===== config.mk =====
export PLATFORM = sky130hd
export DESIGN_NAME = wfs_ctrl
export DESIGN_NICKNAME = d
export VERILOG_FILES = /design/src/rtl/core/wfs_pkg.sv /design/src/rtl/core/wfs_ctrl.sv
export VERILOG_INCLUDE_DIRS = /design/src /design/src/rtl/core
export SDC_FILE = /design/constraint.sdc
export NUM_CORES = 1
export LEC_CHECK = 0
export BUFFER_PORTS_ARGS = -buffer_cell sky130_fd_sc_hd__buf_2
export CAP_MARGIN = 10
export CORE_UTILIZATION = 49
export CTS_BUF_LIST = sky130_fd_sc_hd__clkbuf_2
export CTS_CLUSTER_SIZE = 12
export DETAILED_ROUTE_END_ITERATION = 10
export MAX_ROUTING_LAYER = met4
export PLACE_DENSITY = 0.81
export REMOVE_ABC_BUFFERS = 1
export SLEW_MARGIN = 20
export SYNTH_ARGS = -nofsm -noshare
export SYNTH_HDL_FRONTEND = slang
export SYNTH_SLANG_ARGS = --single-unit
export TNS_END_PERCENT = 30

===== constraint.sdc =====
create_clock -name clk -period 1.65 [get_ports clk]
set_input_delay 0.0825 -clock clk [delete_from_list [all_inputs] [get_ports clk]]
set_output_delay 0.0825 -clock clk [all_outputs]
set_load 0.01 [all_outputs]

===== src/rtl/core/waypoint_follow_steering_assert.svh =====
// Assertion macros shared by the steering block's modules.
// Both expect a signal named clk in the including module; WFS_ASSERT also rst_n.
`ifndef WAYPOINT_FOLLOW_STEERING_ASSERT_SVH
`define WAYPOINT_FOLLOW_STEERING_ASSERT_SVH

// Check a property on every rising edge outside reset.
`define WFS_ASSERT(lbl, prop, msg) \
    lbl: assert property (@(posedge clk) disable iff (!rst_n) (prop)) else $error(msg);

// Check a property on every rising edge, reset included.
`define WFS_ASSERT_ALWAYS(lbl, prop, msg) \
    lbl: assert property (@(posedge clk) (prop)) else $error(msg);

`endif


===== src/rtl/core/wfs_pkg.sv =====
// ----------------------------------------------------------------------------
// wfs_pkg
// Types, codes and fixed-point constants of the waypoint steering block.
// ----------------------------------------------------------------------------
`default_nettype none

package wfs_pkg;

    // Transaction operation codes
    localparam logic [1:0] OP_BEGIN  = 2'd0;
    localparam logic [1:0] OP_APPEND = 2'd1;
    localparam logic [1:0] OP_TICK   = 2'd2;
    localparam logic [1:0] OP_NOP    = 2'd3;

    // Configuration register indexes
    localparam logic [1:0] REG_ARRIVAL   = 2'd0;
    localparam logic [1:0] REG_TOLERANCE = 2'd1;
    localparam logic [1:0] REG_NEAR_ZERO = 2'd2;

    localparam logic [15:0] ARRIVAL_RESET   = 16'd1311;
    localparam logic [13:0] TOLERANCE_RESET = 14'd715;
    localparam logic [15:0] NEAR_ZERO_RESET = 16'd66;

    localparam int CW = 53;   // CORDIC x/y width
    localparam int ZW = 36;   // Q30 angle width
    localparam int MW = 36;   // magnitude width
    localparam int IW = 5;    // CORDIC step index width

    localparam logic signed [ZW-1:0] PI_Q30      = 36'sd3373259426;
    localparam logic signed [ZW-1:0] HALF_PI_Q30 = 36'sd1686629713;
    localparam logic signed [ZW-1:0] TWO_PI_Q30  = 36'sd6746518852;
    localparam logic [15:0]          INV_GAIN    = 16'd39797;

    typedef struct packed {
        logic signed [31:0] x;
        logic signed [31:0] y;
        logic signed [15:0] heading;
        logic [62:0]        hold_until;
    } waypoint_t;

    typedef struct packed {
        logic          latch;      // capture the input transaction
        logic          clear;      // begin new path
        logic          append;     // store waypoint
        logic          rd;         // read current or last waypoint
        logic          pre;        // load CORDIC with pre-rotated vector
        logic          iter;       // one CORDIC step
        logic [IW-1:0] iter_idx;
        logic          mag;        // scale magnitude
        logic          decide;     // pick angle difference, advance index
        logic          wrap;       // wrap difference, take magnitude
        logic          fold;       // fold and round to Q2.13
        logic          load;       // load output register with a result
        logic          load_empty; // load output register with an empty result
    } dp_cmd_t;

    typedef struct packed {
        logic [1:0] op;
        logic       count_zero;
        logic       tracking;
    } dp_status_t;

    function automatic logic [29:0] atan_q30(input logic [IW-1:0] i);
        logic [29:0] r;
        case (i)
            5'd0:    r = 30'd843314856;
            5'd1:    r = 30'd497837829;
            5'd2:    r = 30'd263043836;
            5'd3:    r = 30'd133525158;
            5'd4:    r = 30'd67021686;
            5'd5:    r = 30'd33543515;
            5'd6:    r = 30'd16775850;
            5'd7:    r = 30'd8388437;
            5'd8:    r = 30'd4194282;
            5'd9:    r = 30'd2097149;
            5'd10:   r = 30'd1048575;
            5'd11:   r = 30'd524287;
            5'd12:   r = 30'd262143;
            5'd13:   r = 30'd131071;
            5'd14:   r = 30'd65535;
            5'd15:   r = 30'd32767;
            5'd16:   r = 30'd16383;
            5'd17:   r = 30'd8191;
            5'd18:   r = 30'd4095;
            5'd19:   r = 30'd2047;
            5'd20:   r = 30'd1023;
            5'd21:   r = 30'd511;
            5'd22:   r = 30'd255;
            5'd23:   r = 30'd127;
            default: r = 30'd0;
        endcase
        return r;
    endfunction

endpackage

`default_nettype wire


===== src/rtl/core/wfs_ctrl.sv =====
// ----------------------------------------------------------------------------
// wfs_ctrl
// Sequencer for the steering block: handshakes and datapath commands.
// ----------------------------------------------------------------------------
`default_nettype none

module wfs_ctrl #(
    parameter int CORDIC_STEPS = 16
) (
    input  wire logic                clk,
    input  wire logic                rst_n,
    input  wire logic                in_valid,
    output logic                     in_ready,
    output logic                     out_valid,
    input  wire logic                out_ready,
    input  wire wfs_pkg::dp_status_t status,
    output wfs_pkg::dp_cmd_t         cmd
);
    import wfs_pkg::*;

    `include "waypoint_follow_steering_assert.svh"

    localparam logic [IW-1:0] LAST_STEP = IW'(CORDIC_STEPS - 1);

    typedef enum logic [3:0] {
        S_IDLE, S_DISPATCH, S_PRE, S_ITER, S_MAG, S_DECIDE,
        S_WRAP, S_FOLD, S_OUT, S_EMPTY
    } state_t;

    state_t        state_reg, state_next;
    logic [IW-1:0] iter_reg, iter_next;
    logic          out_valid_reg, out_valid_next;
    logic          slot_free;

    assign slot_free = !out_valid_reg || out_ready;
    assign in_ready  = (state_reg == S_IDLE);
    assign out_valid = out_valid_reg;

    always_comb
    begin
        state_next     = state_reg;
        iter_next      = iter_reg;
        out_valid_next = out_valid_reg && !out_ready;
        cmd            = '0;
        cmd.iter_idx   = iter_reg;
        case (state_reg)
            S_IDLE:
            begin
                if (in_valid)
                begin
                    cmd.latch  = 1'b1;
                    state_next = S_DISPATCH;
                end
            end
            S_DISPATCH:
            begin
                case (status.op)
                    OP_BEGIN:
                    begin
                        cmd.clear  = 1'b1;
                        state_next = S_IDLE;
                    end
                    OP_APPEND:
                    begin
                        cmd.append = 1'b1;
                        state_next = S_IDLE;
                    end
                    OP_TICK:
                    begin
                        if (status.count_zero)
                            state_next = S_EMPTY;
                        else
                        begin
                            cmd.rd     = 1'b1;
                            state_next = status.tracking ? S_PRE : S_DECIDE;
                        end
                    end
                    default: state_next = S_IDLE;
                endcase
            end
            S_PRE:
            begin
                cmd.pre    = 1'b1;
                iter_next  = '0;
                state_next = S_ITER;
            end
            S_ITER:
            begin
                cmd.iter  = 1'b1;
                iter_next = iter_reg + 1'b1;
                if (iter_reg == LAST_STEP)
                    state_next = S_MAG;
            end
            S_MAG:
            begin
                cmd.mag    = 1'b1;
                state_next = S_DECIDE;
            end
            S_DECIDE:
            begin
                cmd.decide = 1'b1;
                state_next = S_WRAP;
            end
            S_WRAP:
            begin
                cmd.wrap   = 1'b1;
                state_next = S_FOLD;
            end
            S_FOLD:
            begin
                cmd.fold   = 1'b1;
                state_next = S_OUT;
            end
            S_OUT:
            begin
                if (slot_free)
                begin
                    cmd.load       = 1'b1;
                    out_valid_next = 1'b1;
                    state_next     = S_IDLE;
                end
            end
            S_EMPTY:
            begin
                if (slot_free)
                begin
                    cmd.load_empty = 1'b1;
                    out_valid_next = 1'b1;
                    state_next     = S_IDLE;
                end
            end
            default: state_next = S_IDLE;
        endcase
    end

    always_ff @(posedge clk or negedge rst_n)
    begin
        if (!rst_n)
        begin
            state_reg     <= S_IDLE;
            iter_reg      <= '0;
            out_valid_reg <= 1'b0;
        end
        else
        begin
            state_reg     <= state_next;
            iter_reg      <= iter_next;
            out_valid_reg <= out_valid_next;
        end
    end

    `WFS_ASSERT(a_accept_dispatch, (in_valid && in_ready) |=> (state_reg == S_DISPATCH), "accepted transaction not dispatched")
    `WFS_ASSERT(a_iter_range, (state_reg == S_ITER) |-> (iter_reg <= LAST_STEP), "CORDIC step index out of range")
    `WFS_ASSERT(a_load_free, (cmd.load || cmd.load_empty) |-> slot_free, "result loaded over a pending result")

endmodule

`default_nettype wire


==> flow_summary.yaml <==
status:
  status: "completed"
cells_and_area:
  layout_common_cells: "buf_2 (26), nor2_1 (8), dfrtp_1 (8)"
  nets: 126
  final_util_pct: 68.4
  area_delta_synth_final_pct: 29.7
  n_antenna_cell: 0
  final_common_cell: "buf_2"
  largest_reg_flops: 5
  layout-drive-gt1-share_pct: 33.9
  seq_area_um2: 253
  multi_input_area_um2: 407
  n_fill_cell: 111
worst_setup_path:
  criticalPathCategory: "reg2out"
  cp-start-kind: "flop"
  endpoint_kind: "output pin"
  crit_required_ns: 1.57
  r2r_start: "iter_reg[0]$_DFFE_PN0P_"
  startpoint: "state_reg[3]$_DFFE_PN0P_"
  arrival_ns: 1.54
  crit_fanout: 4
clock_network:
  htreeDepth: 1
  cts_buffers: 3
  clockBufferDepth: 2
  cts_root_buf: "clkbuf_2"
  clk_pin_slew_ns: 0.11
  clk_latency_ns: 0.28
  cts_tree: "built"
  cts_sinks: 10
min_path:
  hold_path.class: "in2reg"
  hp-start: "status[0]"
timing:
  skew_ns: 0.0108
  final-max-slew-violation-count: 0
  fin_crit_ns: 1.62
  fmax_mhz: 615
  period_share_pct: 98.5
  slew_headroom_pct: 79.6
  fin_setup_tns_ns: 0
  rsz0062_at_grt: "yes"
  finalSetupViolCount: 0
  hold_viol_final: 0
  tightest_slew_ns: 0.306
synthesis:
  yosys_register_bits: 10
  synth_xor_area_share_pct: 1.26
  synth_cells: 82
  netlist_area_um2: 694
  synth_mux_area_share_pct: 0
  synthAdderAreaFrac_pct: 3.60
  yosys_warnings: 0
  synthArstFlopShare_pct: 100
  syn_area_per_cell_um2: 8.47
  synth_top_family_by_area: "simple AND/OR/NAND/NOR gates"
  ys.flop_type: "dfrtp_1"
  yosysSeqAreaShare_pct: 36.0
  yosys.area_share.simple_pct: 37.8
  synth_compound_area_share_pct: 15.9
  synth-edff-count: 0
  ys_types: 36
floorplan:
  die_h_um: 39.6
  die_w_um: 39.6
  start_util_pct: 52.7
  rows: 13
  pin_count: 27
  core_um2: 1320
  die_area_um2: 1570
global_route:
  grt_pass1_vias: 633
  grt_pass1_wl_mm: 2.83
  track_usage_pct: 28.7
  antenna_found_initial: 0
  gr-total-overflow: 0
  grt_start_max_net_pins: 12
drt:
  via_per_inst: 5.48
  drc: 0
  drtIter0Drc: 15
  wirelength_mm: 1.69
  final_antenna_net_count: 0
  wl_per_cell_um: 13.0
  firstDrtPassIters: 4
  num_vias: 713
power_and_ir_drop:
  total_power_mw: 1.44
  power.density_nw_per_um2: 1590
  p_leak_nw: 0.465
  irDropWorstVdd_mv: 0.902
place:
  io_buffers: 26
  gp_congestion: 0.811
  dp_hpwl_mm: 1.20
job:
  maxCapViolCount: 0
==> final timing paths <==
path / to / slack, ns / depth (start not counted)
max: cmd[13] / 0.03 / 4
min: state_reg[1]$_DFFE_PN0P_ / 0.03 / 2
max reg2reg: state_reg[1]$_DFFE_PN0P_ / 0.12 / 6
min reg2reg: iter_reg[4]$_DFFE_PN0P_ / 0.51 / 2
max in group asynchronous: state_reg[3]$_DFFE_PN0P_ / 1.27 / 2
min in group asynchronous: iter_reg[0]$_DFFE_PN0P_ / 0.17 / 2
==> power breakdown <==
| group | internal, mW | switching [mW] | total (mW) |
|---|---|---|---|
| Combinational | 0.394 | 0.421 | 0.815 |
| Sequential | 0.331 | 0.143 | 0.474 |
| Clock | 0.0526 | 0.0945 | 0.147 |
| Total | 0.777 | 0.659 | 1.44 |
==> layer usage <==
| metal | wire length, um | GRT usage, % | up-vias |
|---|---|---|---|
| met5 | 0 | - | - |
| met4 | 36 | 15.5 | 0 |
| met2 | 856 | 45.5 | 19 |
| met1 | 739 | 33.2 | 326 |
| li1 | - | - | 364 |
| met3 | 57 | 6.82 | 4 |
==> cell families (layout without fill, tap and decap cells) <==
family                     Yosys count  in the layout
and+or+nand+nor                     44             44
AOI/OAI and AO/OA                   16             16
DFF                                 10             10
buffers and inverters                9             42
adders and majority gates            2              2
xor gates and xnor gates             1              1
==> worst max-delay path: stages, from the launching register on <==
cell and delay (ns):
dfrtp_2 0.45, buf_4 0.16, nor4b_4 0.29, and3b_1 0.22
buf_2 0.14
==> repair_timing <==
item / CTS / global route
endpoints found under the setup margin: 2 / 2
pin swaps: 1 / 1
hold buffers: 1 / 0
setup buffers: 3 / 0
endpoints found under the hold margin: 10 / 0
gates resized for setup: 1 / 2
==> cells in the mapped netlist, drive strengths merged (2+ instances only) <==
| library cell | n | area share, % |
|---|---|---|
| and3b | 2 | 2.5 |
| buf | 3 | 2.2 |
| dfrtp | 10 | 36 |
| ha | 2 | 3.6 |
| inv | 5 | 2.7 |
| nand2 | 7 | 3.8 |
| nand2b | 5 | 4.5 |
| nand3 | 4 | 2.9 |
| nor2 | 8 | 4.3 |
| nor2b | 2 | 1.8 |
| nor3 | 4 | 2.9 |
| o21ai | 6 | 4.3 |
| or3 | 2 | 1.8 |
==> cell type report <==
cell class / count / share of cell area (%)
clock inverter: 1 / 0.417
tap: 15 / 2.08
inverter: 5 / 2.08
multi-input combinational: 63 / 45.1
sequential: 10 / 28.1
clock buffer: 3 / 1.67
timing repair buffer: 33 / 20.6
==> per-stage QoR <==
stage	instance area (um2)	setup slack, ns	std cells	hold slack (ns)
after global placement	847	0.179	122	-0.0520
after CTS	900	0.0267	130	0.0253
after global routing	901	-0.0485	130	0.0409
after detailed placement	847	0.126	122	-0.0447
final	901	0.0252	130	0.0333
after floorplan	676	0.168	78	-0.213
Power figures use the tool's default switching activity.
